--- src/sv/burg_pkg.sv ---
// Shared types, constants and arithmetic helpers for the Burg AR estimator.
package burg_pkg;

	localparam int MAX_SAMPLES = 1024;
	localparam int SAMPLE_AW   = $clog2(MAX_SAMPLES);
	localparam int CNT_W       = SAMPLE_AW + 1;
	localparam int MAX_ORDER   = 32;
	localparam int ORD_AW      = $clog2(MAX_ORDER);
	localparam int AR_AW       = ORD_AW + 1;
	localparam int ORDER_W     = 6;
	localparam int DIV_STEPS   = 32;
	localparam logic [31:0] ONE_Q23   = 32'h0080_0000;
	localparam logic [5:0]  ORDER_RST = 6'd4;

	typedef enum logic [5:0] {
		S_LOAD, S_START,
		S_SUM_INIT, S_SUM_CHK, S_SUM_RD, S_SUM_M1, S_SUM_M2, S_SUM_M3, S_SUM_M4,
		S_DIV_INIT, S_DIV_STEP, S_DIV_END,
		S_UPD_INIT, S_UPD_CHK, S_UPD_RD, S_UPD_M1, S_UPD_M2, S_UPD_M3, S_UPD_ZERO,
		S_LEV_INIT, S_LEV_CHK, S_LEV_RD0, S_LEV_RD1, S_LEV_M1, S_LEV_WR, S_LEV_K,
		S_OUT_INIT, S_OUT_RD, S_OUT_SET, S_OUT_WAIT, S_DONE
	} state_t;

	typedef enum logic [4:0] {
		OP_NOP, OP_LOAD, OP_START,
		OP_SUM_INIT, OP_SUM_RD, OP_SUM_M1, OP_SUM_M2, OP_SUM_M3, OP_SUM_M4,
		OP_DIV_INIT, OP_DIV_STEP, OP_DIV_END,
		OP_UPD_INIT, OP_UPD_RD, OP_UPD_M1, OP_UPD_M2, OP_UPD_M3, OP_UPD_ZERO,
		OP_LEV_INIT, OP_LEV_RD0, OP_LEV_RD1, OP_LEV_M1, OP_LEV_WR, OP_LEV_K,
		OP_OUT_INIT, OP_OUT_RD, OP_OUT_SET, OP_OUT_WAIT, OP_DONE
	} op_t;

	typedef struct packed {
		op_t  op;
		logic in_ready;
	} cmd_t;

	typedef struct packed {
		logic in_last_beat;
		logic sum_more;
		logic den_bad;
		logic div_last;
		logic upd_more;
		logic lev_done;
		logic stage_last;
		logic out_taken;
		logic out_last;
	} status_t;

	function automatic logic [63:0] add_sat64(input logic [63:0] a, input logic [63:0] b);
		logic [64:0] s;
		s = {a[63], a} + {b[63], b};
		if (s[64] != s[63]) begin
			return s[64] ? 64'h8000_0000_0000_0000 : 64'h7FFF_FFFF_FFFF_FFFF;
		end
		return s[63:0];
	endfunction

	function automatic logic [31:0] sat32(input logic [64:0] s);
		if (s[64:31] == {34{s[31]}}) begin
			return s[31:0];
		end
		return s[64] ? 32'h8000_0000 : 32'h7FFF_FFFF;
	endfunction

	function automatic logic [31:0] mac_q23(input logic [31:0] a, input logic [63:0] p);
		logic signed [63:0] ps;
		logic [64:0] s;
		ps = signed'(p) >>> 23;
		s  = {{33{a[31]}}, a} + {ps[63], ps};
		return sat32(s);
	endfunction

endpackage

--- src/sv/burg_ctrl.sv ---
// Controller state machine sequencing load, stages, Levinson step-up and output.
module burg_ctrl (
	input  logic              clk,
	input  logic              arst_n,
	input  burg_pkg::status_t st,
	output burg_pkg::cmd_t    cmd
);
	import burg_pkg::*;

	state_t state_q, state_d;

	always_ff @(posedge clk or negedge arst_n) begin
		if (!arst_n) begin
			state_q <= S_LOAD;
		end else begin
			state_q <= state_d;
		end
	end

	always_comb begin
		state_d = state_q;
		unique case (state_q)
			S_LOAD:     if (st.in_last_beat) state_d = S_START;
			S_START:    state_d = S_SUM_INIT;
			S_SUM_INIT: state_d = S_SUM_CHK;
			S_SUM_CHK:  state_d = st.sum_more ? S_SUM_RD : S_DIV_INIT;
			S_SUM_RD:   state_d = S_SUM_M1;
			S_SUM_M1:   state_d = S_SUM_M2;
			S_SUM_M2:   state_d = S_SUM_M3;
			S_SUM_M3:   state_d = S_SUM_M4;
			S_SUM_M4:   state_d = S_SUM_CHK;
			S_DIV_INIT: state_d = st.den_bad ? S_UPD_INIT : S_DIV_STEP;
			S_DIV_STEP: if (st.div_last) state_d = S_DIV_END;
			S_DIV_END:  state_d = S_UPD_INIT;
			S_UPD_INIT: state_d = S_UPD_CHK;
			S_UPD_CHK:  state_d = st.upd_more ? S_UPD_RD : S_UPD_ZERO;
			S_UPD_RD:   state_d = S_UPD_M1;
			S_UPD_M1:   state_d = S_UPD_M2;
			S_UPD_M2:   state_d = S_UPD_M3;
			S_UPD_M3:   state_d = S_UPD_CHK;
			S_UPD_ZERO: state_d = S_LEV_INIT;
			S_LEV_INIT: state_d = S_LEV_CHK;
			S_LEV_CHK:  state_d = st.lev_done ? S_LEV_K : S_LEV_RD0;
			S_LEV_RD0:  state_d = S_LEV_RD1;
			S_LEV_RD1:  state_d = S_LEV_M1;
			S_LEV_M1:   state_d = S_LEV_WR;
			S_LEV_WR:   state_d = S_LEV_CHK;
			S_LEV_K:    state_d = st.stage_last ? S_OUT_INIT : S_SUM_INIT;
			S_OUT_INIT: state_d = S_OUT_RD;
			S_OUT_RD:   state_d = S_OUT_SET;
			S_OUT_SET:  state_d = S_OUT_WAIT;
			S_OUT_WAIT: if (st.out_taken) state_d = st.out_last ? S_DONE : S_OUT_RD;
			S_DONE:     state_d = S_LOAD;
			default:    state_d = S_LOAD;
		endcase
	end

	always_comb begin
		cmd.in_ready = 1'b0;
		cmd.op       = OP_NOP;
		unique case (state_q)
			S_LOAD: begin
				cmd.op       = OP_LOAD;
				cmd.in_ready = 1'b1;
			end
			S_START:    cmd.op = OP_START;
			S_SUM_INIT: cmd.op = OP_SUM_INIT;
			S_SUM_RD:   cmd.op = OP_SUM_RD;
			S_SUM_M1:   cmd.op = OP_SUM_M1;
			S_SUM_M2:   cmd.op = OP_SUM_M2;
			S_SUM_M3:   cmd.op = OP_SUM_M3;
			S_SUM_M4:   cmd.op = OP_SUM_M4;
			S_DIV_INIT: cmd.op = OP_DIV_INIT;
			S_DIV_STEP: cmd.op = OP_DIV_STEP;
			S_DIV_END:  cmd.op = OP_DIV_END;
			S_UPD_INIT: cmd.op = OP_UPD_INIT;
			S_UPD_RD:   cmd.op = OP_UPD_RD;
			S_UPD_M1:   cmd.op = OP_UPD_M1;
			S_UPD_M2:   cmd.op = OP_UPD_M2;
			S_UPD_M3:   cmd.op = OP_UPD_M3;
			S_UPD_ZERO: cmd.op = OP_UPD_ZERO;
			S_LEV_INIT: cmd.op = OP_LEV_INIT;
			S_LEV_RD0:  cmd.op = OP_LEV_RD0;
			S_LEV_RD1:  cmd.op = OP_LEV_RD1;
			S_LEV_M1:   cmd.op = OP_LEV_M1;
			S_LEV_WR:   cmd.op = OP_LEV_WR;
			S_LEV_K:    cmd.op = OP_LEV_K;
			S_OUT_INIT: cmd.op = OP_OUT_INIT;
			S_OUT_RD:   cmd.op = OP_OUT_RD;
			S_OUT_SET:  cmd.op = OP_OUT_SET;
			S_OUT_WAIT: cmd.op = OP_OUT_WAIT;
			S_DONE:     cmd.op = OP_DONE;
			default:    cmd.op = OP_NOP;
		endcase
	end
endmodule

--- config.mk ---
export PLATFORM = sky130hd
export DESIGN_NAME = burg_ctrl
export DESIGN_NICKNAME = d
export VERILOG_FILES = /design/src/sv/burg_pkg.sv /design/src/sv/burg_ctrl.sv
export SDC_FILE = /design/constraint.sdc
export NUM_CORES = 1
export LEC_CHECK = 0
export BUFFER_PORTS_ARGS = -buffer_cell sky130_fd_sc_hd__buf_4
export CORE_UTILIZATION = 46
export CTS_CLUSTER_SIZE = 20
export DETAILED_ROUTE_END_ITERATION = 6
export PLACE_DENSITY = 0.69
export SETUP_SLACK_MARGIN = 0.4
export SLEW_MARGIN = 5
export SYNTH_ARGS = -nofsm -noshare
export SYNTH_HDL_FRONTEND = slang
export SYNTH_SLANG_ARGS = --single-unit
export TNS_END_PERCENT = 50
--- constraint.sdc ---
create_clock -name clk -period 1.9 [get_ports clk]
set_clock_uncertainty 0.2 [all_clocks]
set_input_delay 0.095 -clock clk [delete_from_list [all_inputs] [get_ports clk]]
set_output_delay 0.095 -clock clk [all_outputs]
set_load 0.05 [all_outputs]
## Yosys cells after proc, flatten, opt, wreduce, memory -nomap -nowiden

Index checks and enable logic that the tools add are counted.

| word-level totals | value |
|---|---|
| register bits after elaboration | 6 |
| output and inout bits | 6 |
| logic and storage cells | 51 |

| operators by class | value |
|---|---|
| equal/unequal tests | 33 |
| multiplexer cells | 12 |
| reduce and logical (&&, ||, !) cells | 5 |

Operators by type and width:

| kind | count |
|---|---|
| $pmux 6 s27 | 1 |
| $pmux 5 s28 | 1 |
| $eq 6x5->1 const B | 15 |
| $eq 6x4->1 const B | 8 |
| $eq 6x3->1 const B | 4 |
| $mux 6 | 3 |
| $eq 6x2->1 const B | 2 |
| $mux 5 | 2 |
| $mux 4 | 2 |
| $eq 6x1->1 const B | 1 |
| $logic_not 6->1 | 1 |
| $mux 3 | 2 |
| $ne 2x2->1 const B | 3 |
| $reduce_or 2->1 | 3 |
| $reduce_and 3->1 | 1 |
| $mux 1 | 1 |

## Logic depth before layout (Yosys ltp)

| depth | value |
|---|---|
| word-level depth | 3 |
| mapped depth | 7 |
| mapped depth without buffers | 5 |

## Least setup slack after synthesis

OpenSTA, ideal clock, no wires.

| path | value |
|---|---|
| path type | flip-flop to output port |
| from | register state_q[1] |
| to | output port cmd[3] (netlist bit) |
| arrival | 2.048 ns |
| slack | -0.443 ns |
| stages on the path, launching flop included | 7 |
| path through | dfrtp_1 > buf_6 > buf_2 > buf_2 > a21oi_1 > nor2_1 > nor3_1 |

RTL lines:

| what | RTL line | source |
|---|---|---|
| start: declaration | burg_ctrl.sv:10 | `state_t state_q, state_d;` |
| start signal: assignment | burg_ctrl.sv:16 | `state_q <= state_d;` |
| end: declaration | burg_ctrl.sv:6 | `output burg_pkg::cmd_t cmd` |

==> run summary <==
status: finished with violations
violated checks: setup timing
final non-filler cell total: 179
Detailed Routing Iterations Pass 1: 4
Worst R2R Setup Slack: 0 ns
vias: 1196
largest net degree at the start of global routing: 22
total length of routed wires: 3442 um
critical path class: reg2out
clk sinks: 5
routability cong.: 0.8583
Non-Filler Cell Area, Final: 1400 um2
fillers: 71
Num CTS Buffers: 3
synth unique cells: 40
die area: 1858 um2
R2R Path Start: state_q[1]
r2r endpoint: state_q[3]
largest register by flop count: state_q
critical path, cell by cell: buf_6, clkinvlp_4, a21boi_2, o221ai_2, a22o_2, buf_6
Setup crit end kind: primary output
Longest Clk Path Bufs: 2
antenna violations before repair: 0
Initial Util: 50.41%
Residual DRC: 0
max reg flops: 5
vias in the first global route: 1079
Async SR Flop Fraction: 100.0%
Crit path depth: 6
# setup viols final: 1
RSZ-0062 raised after global routing: yes
biggest regs: state_q (5)
Worst-Margin Slew: 0.3235 ns
Clock transition at path regs: 0.05 ns
CP max FO: 5
Post-synth EDFFs: 0
row count: 14
DRT antenna net count: 0
PortBufs: 16
Root Buffer Master: clkbuf_4
cell mode on critical path: buf_6
period utilisation layout: 101.0%
CTS tree: yes
drt initial violations: 93
Layout area overhead: 80.19%
slowest stage cell on the critical path: dfrtp_2
H-tree level count: 1
post-synthesis cell area: 777.0 um2
layout cells sized above 1: 53.99%
CP Launch Type: register
Syn Inst Count: 115
post-DR wirelength/cell: 19.23 um
vias per cell: 6.682
max_slew headroom: 78.09%
Skew-Pair Late Insertion Delay: 0.26 ns
#FFs+latches synth: 5
first-pass GRT wire length: 5147 um
I/O pins: 17
synthesized net count: 126
final slew viol count: 0
post-layout net count: 175
Die W: 43.10 um
max_cap viols: 0
crit path DAT: 1.62 ns
die height: 43.10 um
R2R cell count: 6
sequential element share of the synthesized area: 16.10%
core area: 1541 um2
crit path to: cmd[2]
WP buf/inv: 3
dpl cells: 147
Fmax: 521.3 MHz
commonest register cell after synthesis: dfrtp_1
final setup margin: -0.01819 ns
Crit path max-delay family: compound AO/OA/AOI/OAI gates
n_diodes: 0
CP Launch Point: state_q[2]
Worst EP required: 1.60 ns
gr usage total: 36.17%
HP Class: in2reg
hpwl dp: 1623 um
max incr delay on CP: 0.44 ns
Final Critical Period: 1.918 ns
Syn Area/Cell: 6.756 um2
Hold Violations, Final: 0
synth warn: 0
gr ovfl total: 0
Post-Place Cell Area: 1007 um2
[per-layer routing]
layer | GRT usage [%] | part of all wire, %
met3 | 5.532 | 9.8
met1 | 46.23 | 39
met2 | 59.40 | 45
met4 | 15.76 | 5.9
met5 | 0 | 0
[logic make-up after synthesis]
group                     synth area share (%)
DFF                                      16.10
xor gates and xnor gates                 3.382
muxes                                    1.288
AOI/OAI and AO/OA                        43.96
buffers and inverters                    12.08
and+or+nand+nor                          23.19
[final cells by class]
| cell class | count | area [um2] | share of cell area (%) |
|---|---|---|---|
| sequential | 5 | 130.1 | 9.294 |
| multi-input combinational | 90 | 683.2 | 48.79 |
| clock buffer | 4 | 26.28 | 1.877 |
| inverter | 7 | 36.28 | 2.592 |
| tap | 16 | 20.02 | 1.430 |
| timing repair buffer | 57 | 504.2 | 36.01 |
[through the flow]
stage / setup WS (ns) / utilization, % / hold slack [ns] / setup TNS [ns]
2_1_floorplan: 0.1956 / - / -0.4006 / 0
3_3_place_gp: 0.1087 / 65.34 / -0.3038 / 0
3_5_place_dp: 0.1152 / 65.34 / -0.3016 / 0
4_1_cts: 0.03622 / 86.20 / 0.06777 / 0
5_1_grt: -0.06513 / 90.83 / 0.1308 / -0.1334
6_report: -0.01819 / 90.83 / 0.08801 / -0.01819
[timing repair]
action / CTS / global route
hold buffers: 4 / 0
buffers inserted: 19 / 4
cloned: 1 / 0
endpoints found under the setup margin: 11 / 11
resized for setup: 32 / 14
pin swaps: 9 / 9
hold endpoints to repair: 8 / 0
[how the worst min path moves through the flow]
stage,cells after the start,endpoint,slack [ns],from
after floorplan,0,state_q[0],-0.40,arst_n
after global routing,3,state_q[2],0.13,st[8]
after global placement,1,state_q[1],-0.30,arst_n
after detailed placement,1,state_q[1],-0.30,arst_n
final,3,state_q[2],0.09,st[8]
after CTS,3,state_q[2],0.07,st[8]
[layout by cell type (no fill, tap or decap), types with 2 or more instances in the layout]
cell | Yosys | layout
a21oi_1 | 15 | 8
a21oi_2 | 0 | 5
a21oi_4 | 0 | 2
a22oi_1 | 3 | 3
buf_4 | 0 | 33
buf_6 | 1 | 17
clkbuf_4 | 0 | 3
clkinvlp_4 | 0 | 2
dfrtp_2 | 0 | 4
dlygate4sd3_1 | 0 | 4
inv_1 | 7 | 3
nand2_1 | 12 | 10
nand2_2 | 0 | 2
nand3_1 | 2 | 2
nand4_1 | 2 | 2
nor2_1 | 5 | 4
nor3_1 | 5 | 2
nor3_4 | 0 | 3
o211ai_1 | 2 | 2
o21ai_0 | 10 | 9
o21ai_1 | 1 | 2
o221ai_1 | 3 | 2
o22ai_1 | 3 | 2
xor2_1 | 2 | 2
[cells in the mapped netlist (2+ instances only)]
| cell | instances | share of area, % |
|---|---|---|
| and2b_1 | 2 | 1.9 |
| clkbuf_1 | 3 | 1.4 |
| o21ai_0 | 10 | 6.4 |
| nand3_1 | 2 | 1.3 |
| a21oi_1 | 15 | 9.7 |
| buf_2 | 9 | 5.8 |
| nor2_1 | 5 | 2.4 |
| nor3_1 | 5 | 3.2 |
| nor2b_1 | 2 | 1.6 |
| o221ai_1 | 3 | 3.4 |
| dfrtp_1 | 5 | 16 |
| a22oi_1 | 3 | 2.9 |
| nand2_1 | 12 | 5.8 |
| o211ai_1 | 2 | 1.9 |
| xor2_1 | 2 | 2.3 |
| nand2b_1 | 2 | 1.6 |
| nand4_1 | 2 | 1.6 |
| o22ai_1 | 3 | 2.4 |
| inv_1 | 7 | 3.4 |
[worst min-delay path, delay by kind of cell]
kind | cells | cell delay [ns]
buf+inv | 1 | 0.08
compound gates | 2 | 0.33
Power is not shown: default switching activity piles up to over one toggle a cycle in this logic, so the estimate is an artifact.
